[config.mk]
export PLATFORM = sky130hd
export DESIGN_NAME = qrs_sqrt
export DESIGN_NICKNAME = d
export VERILOG_FILES = /design/src/rtl/quadratic_root_solver_assert.svh /design/src/rtl/qrs_pkg.sv /design/src/rtl/qrs_sqrt.sv
export SDC_FILE = /design/constraint.sdc
export NUM_CORES = 2
export LEC_CHECK = 0
export BUFFER_PORTS_ARGS = -buffer_cell sky130_fd_sc_hd__buf_2
export CORE_MARGIN = 2
export CORE_UTILIZATION = 45
export CTS_CLUSTER_DIAMETER = 60
export DETAILED_ROUTE_END_ITERATION = 8
export PLACE_DENSITY_LB_ADDON = 0.08
export SLEW_MARGIN = 20
export SYNTH_ARGS = -nofsm -noshare
export SYNTH_HDL_FRONTEND = slang
export SYNTH_SLANG_ARGS = --single-unit
[constraint.sdc]
create_clock -name clk -period 8.5 [get_ports clk]
set_clock_uncertainty 0.05 [all_clocks]
set_input_delay 0 -clock clk [delete_from_list [all_inputs] [get_ports clk]]
set_output_delay 0 -clock clk [all_outputs]
set_load 0.005 [all_outputs]
[src/rtl/quadratic_root_solver_assert.svh]
// Assertion macros for the quadratic root solver.
`ifndef QUADRATIC_ROOT_SOLVER_ASSERT_SVH
`define QUADRATIC_ROOT_SOLVER_ASSERT_SVH
// Implication checked on every clock edge outside reset.
`define QRS_ASSERT_IMP(label, ante, cons) \
	label: assert property (@(posedge clk) disable iff (!arst_n) (ante) |-> (cons)) \
		else $error("assertion failed");
// Next-cycle implication.
`define QRS_ASSERT_NXT(label, ante, cons) \
	label: assert property (@(posedge clk) disable iff (!arst_n) (ante) |=> (cons)) \
		else $error("assertion failed");
`endif

[src/rtl/qrs_pkg.sv]
`timescale 1ns / 1ps
`default_nettype none
// ----------------------------------------------------------------------------
// qrs_pkg
// Shared widths and codes for the quadratic root solver.
// ----------------------------------------------------------------------------
package qrs_pkg;
	localparam int COEF_W = 16;
	localparam int VAL_W = 48;
	localparam int MAG_W = 34;
	localparam int RAD_W = 64;
	localparam int SQ_W = 32;
	localparam int NUM_W = 34;
	localparam int QUO_W = 34;
	localparam int DIV_STEPS = 34;
	localparam int SQ_STEPS = 32;
	localparam logic [1:0] KIND_REAL = 2'd0;
	localparam logic [1:0] KIND_CPLX = 2'd1;
	localparam logic [1:0] KIND_AZERO = 2'd2;
endpackage
`default_nettype wire

[src/rtl/qrs_sqrt.sv]
`timescale 1ns / 1ps
`default_nettype none
// ----------------------------------------------------------------------------
// qrs_sqrt
// Pipelined integer square root, one result bit per stage, with side data.
// ----------------------------------------------------------------------------
module qrs_sqrt (
	input  wire                          clk,
	input  wire                          arst_n,
	input  wire                          in_vld,
	input  wire  [qrs_pkg::RAD_W-1:0]    rad,
	input  wire  [87:0]                  side_in,
	output logic                         out_vld,
	output logic [qrs_pkg::SQ_W-1:0]     root,
	output logic [87:0]                  side_out
);
	localparam int N = qrs_pkg::SQ_STEPS;
	logic                         vld_s [0:N];
	logic [qrs_pkg::RAD_W-1:0]    x_s   [0:N];
	logic [qrs_pkg::SQ_W+1:0]     rem_s [0:N];
	logic [qrs_pkg::SQ_W-1:0]     r_s   [0:N];
	logic [87:0]                  sd_s  [0:N];

	always_comb begin
		vld_s[0] = in_vld;
		x_s[0] = rad;
		rem_s[0] = '0;
		r_s[0] = '0;
		sd_s[0] = side_in;
	end

	for (genvar i = 0; i < N; i++) begin : g_st
		logic [qrs_pkg::SQ_W+1:0] rin, trial;
		always_comb begin
			rin = {rem_s[i][qrs_pkg::SQ_W-1:0], x_s[i][qrs_pkg::RAD_W-1 -: 2]};
			trial = {r_s[i], 2'b01};
		end
		always_ff @(posedge clk or negedge arst_n) begin
			if (!arst_n) vld_s[i+1] <= 1'b0;
			else vld_s[i+1] <= vld_s[i];
		end
		always_ff @(posedge clk) begin
			x_s[i+1] <= {x_s[i][qrs_pkg::RAD_W-3:0], 2'b00};
			sd_s[i+1] <= sd_s[i];
			if (rin >= trial) begin
				rem_s[i+1] <= rin - trial;
				r_s[i+1] <= {r_s[i][qrs_pkg::SQ_W-2:0], 1'b1};
			end else begin
				rem_s[i+1] <= rin;
				r_s[i+1] <= {r_s[i][qrs_pkg::SQ_W-2:0], 1'b0};
			end
		end
	end

	assign out_vld = vld_s[N];
	assign root = r_s[N];
	assign side_out = sd_s[N];
endmodule
`default_nettype wire

== Word level (Yosys, flattened, before mapping) ==
Index checks and enable logic that the tools add are counted.

* Logic and storage cells: 285
* Bits of input ports: 155
* Flip-flop bits (word level): 5331
* Output and inout port bits: 121

* Multiplexer cells: 63
* Add/sub/neg operators: 31
* Magnitude comparators: 32

{| class="wikitable"
|+ Operator list
! operator !! count
|-
| two-way mux 32 bit || 30
|-
| greater-or-equal comparator 34 x 10 -> 1 bit || 1
|-
| greater-or-equal comparator 34 x 11 -> 1 bit || 1
|-
| greater-or-equal comparator 34 x 12 -> 1 bit || 1
|-
| greater-or-equal comparator 34 x 13 -> 1 bit || 1
|-
| greater-or-equal comparator 34 x 14 -> 1 bit || 1
|-
| greater-or-equal comparator 34 x 15 -> 1 bit || 1
|-
| greater-or-equal comparator 34 x 16 -> 1 bit || 1
|-
| greater-or-equal comparator 34 x 17 -> 1 bit || 1
|-
| greater-or-equal comparator 34 x 18 -> 1 bit || 1
|-
| greater-or-equal comparator 34 x 19 -> 1 bit || 1
|-
| greater-or-equal comparator 34 x 20 -> 1 bit || 1
|-
| greater-or-equal comparator 34 x 21 -> 1 bit || 1
|-
| greater-or-equal comparator 34 x 22 -> 1 bit || 1
|-
| greater-or-equal comparator 34 x 23 -> 1 bit || 1
|-
| greater-or-equal comparator 34 x 24 -> 1 bit || 1
|-
| greater-or-equal comparator 34 x 25 -> 1 bit || 1
|-
| greater-or-equal comparator 34 x 26 -> 1 bit || 1
|-
| greater-or-equal comparator 34 x 27 -> 1 bit || 1
|-
| greater-or-equal comparator 34 x 28 -> 1 bit || 1
|-
| greater-or-equal comparator 34 x 29 -> 1 bit || 1
|-
| greater-or-equal comparator 34 x 3 -> 1 bit || 1
|-
| greater-or-equal comparator 34 x 30 -> 1 bit || 1
|-
| greater-or-equal comparator 34 x 31 -> 1 bit || 1
|-
| other kinds (42) || 73
|}

== Longest topological paths before layout ==
* Depth after elaboration: 2
* Mapped depth: 15
* Mapped depth without buffers: 14

== Least setup slack after synthesis ==
No wires, ideal clock.

* Kind: register -> register
* From: reg r_s (netlist bit g_st[30].trial[7])
* To: reg rem_s (netlist bit g_st[31].rin[27])
* Buffers on the path: 2
* Path slack: 4.921 ns
* Required time: 8.329 ns
* Clock period less this slack: 3.579 ns
* Arrival: 3.409 ns
* Cell stages (with the launch flop): 15
* Library setup time: 0.121 ns
* Path through: dfxtp_1 inv_1 ha_1 a211oi_1 o21bai_1 nor3_1 o21bai_1 o41ai_1 o31ai_1 a41oi_1 o21a_1 o21a_1 buf_2 buf_2 mux2_2

* Longest elaborated chain between the ends: 2
* Elaborated cells on any way between the ends: 3
* Those cells by class: add/sub: 1; order compare: 1; mux: 1

{| class="wikitable"
|+ RTL lines
! item !! line !! text
|-
| start, declared || qrs_sqrt.sv:21 || <nowiki>logic [qrs_pkg::SQ_W-1:0] r_s [0:N];</nowiki>
|-
| start signal, assigned by index || qrs_sqrt.sv:47 || <nowiki>r_s[i+1] <= {r_s[i][qrs_pkg::SQ_W-2:0], 1'b1};</nowiki>
|-
| start signal, assigned by index || qrs_sqrt.sv:50 || <nowiki>r_s[i+1] <= {r_s[i][qrs_pkg::SQ_W-2:0], 1'b0};</nowiki>
|-
| subtractor 32 bit or greater-or-equal comparator 34 x 32 -> 1 bit (tied branches) || qrs_sqrt.sv:46, qrs_sqrt.sv:45 ||
|-
| two-way mux 32 bit (*) || qrs_sqrt.sv:45 || <nowiki>if (rin >= trial) begin</nowiki>
|-
| end signal, assigned by index || qrs_sqrt.sv:46 || <nowiki>rem_s[i+1] <= rin - trial;</nowiki>
|-
| end signal, assigned by index || qrs_sqrt.sv:49 || <nowiki>rem_s[i+1] <= rin;</nowiki>
|-
| end, declared || qrs_sqrt.sv:20 || <nowiki>logic [qrs_pkg::SQ_W+1:0] rem_s [0:N];</nowiki>
|}

Every way passes the cells marked *; elsewhere a longest branch is shown, timed or not.
A chain may end at the register's enable or synchronous reset.

== Worst setup path after layout ==
* From: reg r_s (netlist bit g_st[19].trial[2])
* To: reg rem_s (netlist bit g_st[20].rin[3])

* Longest elaborated chain between the ends: 2

{| class="wikitable"
|+ RTL lines
! item !! line
|-
| greater-or-equal comparator 34 x 21 -> 1 bit || qrs_sqrt.sv:45
|-
| two-way mux 32 bit || qrs_sqrt.sv:45
|}

No other way between the ends.

==> flow_summary.toml <==
[worst_setup_path]
worstPathArrival_ns = 5.17
crit_path_cell_trace = "inv_1 > ha_1 > nor2b_1 > o21ai_0 > a21boi_0 > o31a_1 > o21ai_1 > o21ai_1 > a2111oi_4 > buf_4 > mux2i_1"
path_class = "reg2reg"
path_max_fanout = 45
path_delay_family = "compound AO/OA/AOI/OAI gates"
cp-start-kind = "register"
regToRegStartpoint = "g_st[19].trial[2]"
max_stage_delay_ns = 0.71
r2r-end = "g_st[20].rin[3]"
cp_slowest_cell = "mux2i_1"
critPathMostFrequentCell = "o21ai_1"
cp_num_buf_inv = 2
critPathRequiredTime_ns = 9.25
ff2ff_path_depth = 11
crit_path_end_kind = "register"
r2r_slack_ns = 4.08

[power_and_ir_drop]
p_sw_mw = 14.5
p_comb_share_pct = 9.7
power.share.clock_pct = 40.3
p_leak_nw = 78.0
p_int_mw = 43.9
p_per_area_nw_per_um2 = 335
ir_worst_vdd_v = 0.000258
p_seq_share_pct = 50.0
sw_frac_of_total_pct = 24.8

[timing]
tightest_slew_ns = 1.01
fmax_ghz = 0.226
slew_violations = 0
hold_viol = 0
fin_setup_tns_ns = 0
period_needed_ns = 4.42
fin_crit_sh_pct = 51.9
rsz0062_at_grt = "no"
whs_ns = 0.110
setup_violations = 0
slew_headroom_pct = 32.5

[hold_path]
hold_path_startpoint = "rad[61]"
whs_endpoint = "g_st[1].rin[1]"
whs_path_depth = 3
hold_path.class = "in2reg"

[logic_synthesis]
yosysSeqAreaShare_pct = 72.4
async_flop_share_pct = 0.604
yosys.area.top_type = "dfxtp_1"
synth_top_area_share_pct = 71.9
synth_area_leaders = "dfxtp_1 (72%), ha_1 (4.8%), xnor2_1 (2.4%), xor2_1 (2.2%), a21oi_1 (1.9%)"
synth_cell_types = 93
avgSynthCellArea_um2 = 12.6
yosys_warnings = 0
postSynthCellCount = 11625
synth_ff_type = "dfxtp_1"
ys_seq_elements = 5302
syn_area_um2 = 147000
synth-edff-count = 0
syn-num-nets = 12344

[floorplanning]
core_region_area_um2 = 324000
io_pins = 276
fp.dieW_um = 575
die_area_um2 = 331000
die_h_um = 575
num_rows = 209
start_util_pct = 45.3

[global_routing]
grt_overflow = 0
first_global_vias = 80819
grt_usage_pct = 15.6
grt_pass1_wl_um = 421000
antenna_found_initial = 11
grt_max_degree = 59

[clocking]
cts_buffers = 538
cts_resized = 0
h-tree-depth = 6
clock_path_buffers = 4
cts_tree = "done"
worstSkewPairLatency_ns = 1.00
clock-root-buffer = "clkbuf_16"
cts_num_sinks = 5302
clk_pin_slew_ns = 0.06

[route]
wire_per_inst_um = 15.1
drc_errors = 0
drt_iter0_markers = 3882
antenna_left = 0
routed_wl_um = 261000
vias_per_cell = 4.62
drt-pass1-iter-count = 6
vias = 79833

[outcome]
status = "finished clean"

[layout]
area_growth_pct = 18.7
layout-drive-gt1-share_pct = 10.3
final_common_cell = "dfxtp_1"
fillCellCount = 27317
layout_common_cells = "dfxtp_1 (5270), inv_1 (719), nand2_1 (580), ha_1 (564), a21oi_1 (555)"
nets = 13254

[placed_design]
hpwl_um = 184000
portBuffers = 275
place_congestion = 0.862

[run]
maxCapViolCount = 0
-- final cells by class --
type                       count  area (um^2)  share of cell area (%)
sequential                  5302       106000                    61.0
clock inverter               219         3150                    1.81
multi-input combinational   5361        36600                    21.0
tap                         4325         5410                    3.11
inverter                     722         2710                    1.56
antenna                       11         27.5                  0.0158
clock buffer                 745        15300                    8.78
timing repair buffer         610         4680                    2.69
-- cell usage after synthesis, types with 13 or more instances --
master    instances
o21ai_0         442
nor4_1          107
or2_2            38
o31a_1           13
xnor2_1         406
ha_1            564
nand3_1         140
a211oi_1         31
nor2b_1          81
nor2_1          516
o31ai_1          69
a21boi_0         28
mux2i_1          17
a31oi_1          36
nand3b_1         26
o21bai_1         49
a211o_1          20
nand2_1         580
nor3_1          210
or3_1            86
o211ai_1         29
and3_1           38
o41ai_1          18
nand2b_1        106
a21oi_1         556
mux2_2           92
inv_1           719
nor3b_1          14
dfrtp_1          32
and2_1           44
clkbuf_1        133
a21o_1          208
dfxtp_1        5270
or4_1            41
buf_4            89
xor2_1          364
nand4_1         111
o21a_1           94
-- layer usage --
layer	track usage [%]	routed length, um	vias to the layer above
met2	26.4	123000	1593
met1	19.4	117000	37126
met5	0	0	-
met3	2.54	10600	594
li1	-	-	40520
met4	7.27	10900	0
-- flip-flops by register name, indices dropped and copies added (netlist names) --
name	count
side_out	88
root	32
g_st.rin	996
out_vld	1
g_st.trial	496
vld_s	31
sd_s	2728
x_s	930
-- timing repair --
action | CTS | global route
hold endpoints to repair | 186 | 0
buffers inserted | 0 | 0
hold buffers | 312 | 0
-- power groups by stage --
stage	clock network, mW	registers (mW)	logic (mW)
after global routing	25.4	29.5	6.33
after CTS	24.4	29.3	5.66
after floorplan	0	29.0	4.29
after detailed placement	0	29.8	5.51
final	23.6	29.2	5.64
after global placement	0	29.8	5.44
-- worst min-delay path, delay by kind of cell --
kind | cells | cell delay (ns)
buffers and inverters | 3 | 1.13
-- logic make-up (layout without fill, tap and decap cells) --
family,after synthesis,after routing,share of synthesized area (%)
adders and majority gates,564,564,4.81
AOI/OAI and AO/OA,1723,1723,7.27
buffers and inverters,962,2296,2.70
DFF,5302,5302,72.4
and+or+nand+nor,2193,2193,7.37
other,1,12,0.00256
muxes,110,110,0.829
xor gates and xnor gates,770,770,4.60
-- stage by stage --
stage | utilization (%) | setup slack [ns] | cell area [um^2] | std cells | total power, mW
finish | 53.7 | 4.08 | 174000 | 17295 | 58.4
global route | 53.7 | 3.81 | 174000 | 17294 | 61.2
CTS | 53.7 | 4.07 | 174000 | 17284 | 59.3
detailed placement | 47.0 | 4.09 | 153000 | 16008 | 35.3
global placement | 47.0 | 4.12 | 153000 | 16008 | 35.2
floorplan | - | 4.92 | 147000 | 11625 | 33.3
-- worst max-delay path by stage --
stage	start	to	slack [ns]	cells after the start
3_5_place_dp	g_st[19].trial[2]	g_st[20].rin[3]	4.09	11
6_report	g_st[19].trial[2]	g_st[20].rin[3]	4.08	11
3_3_place_gp	g_st[19].trial[2]	g_st[20].rin[3]	4.12	11
4_1_cts	g_st[19].trial[2]	g_st[20].rin[3]	4.07	11
5_1_grt	g_st[28].trial[3]	g_st[29].rin[27]	3.81	13
2_1_floorplan	g_st[30].trial[7]	g_st[31].rin[27]	4.92	14
Note: power is estimated with default switching activity, not from simulation.
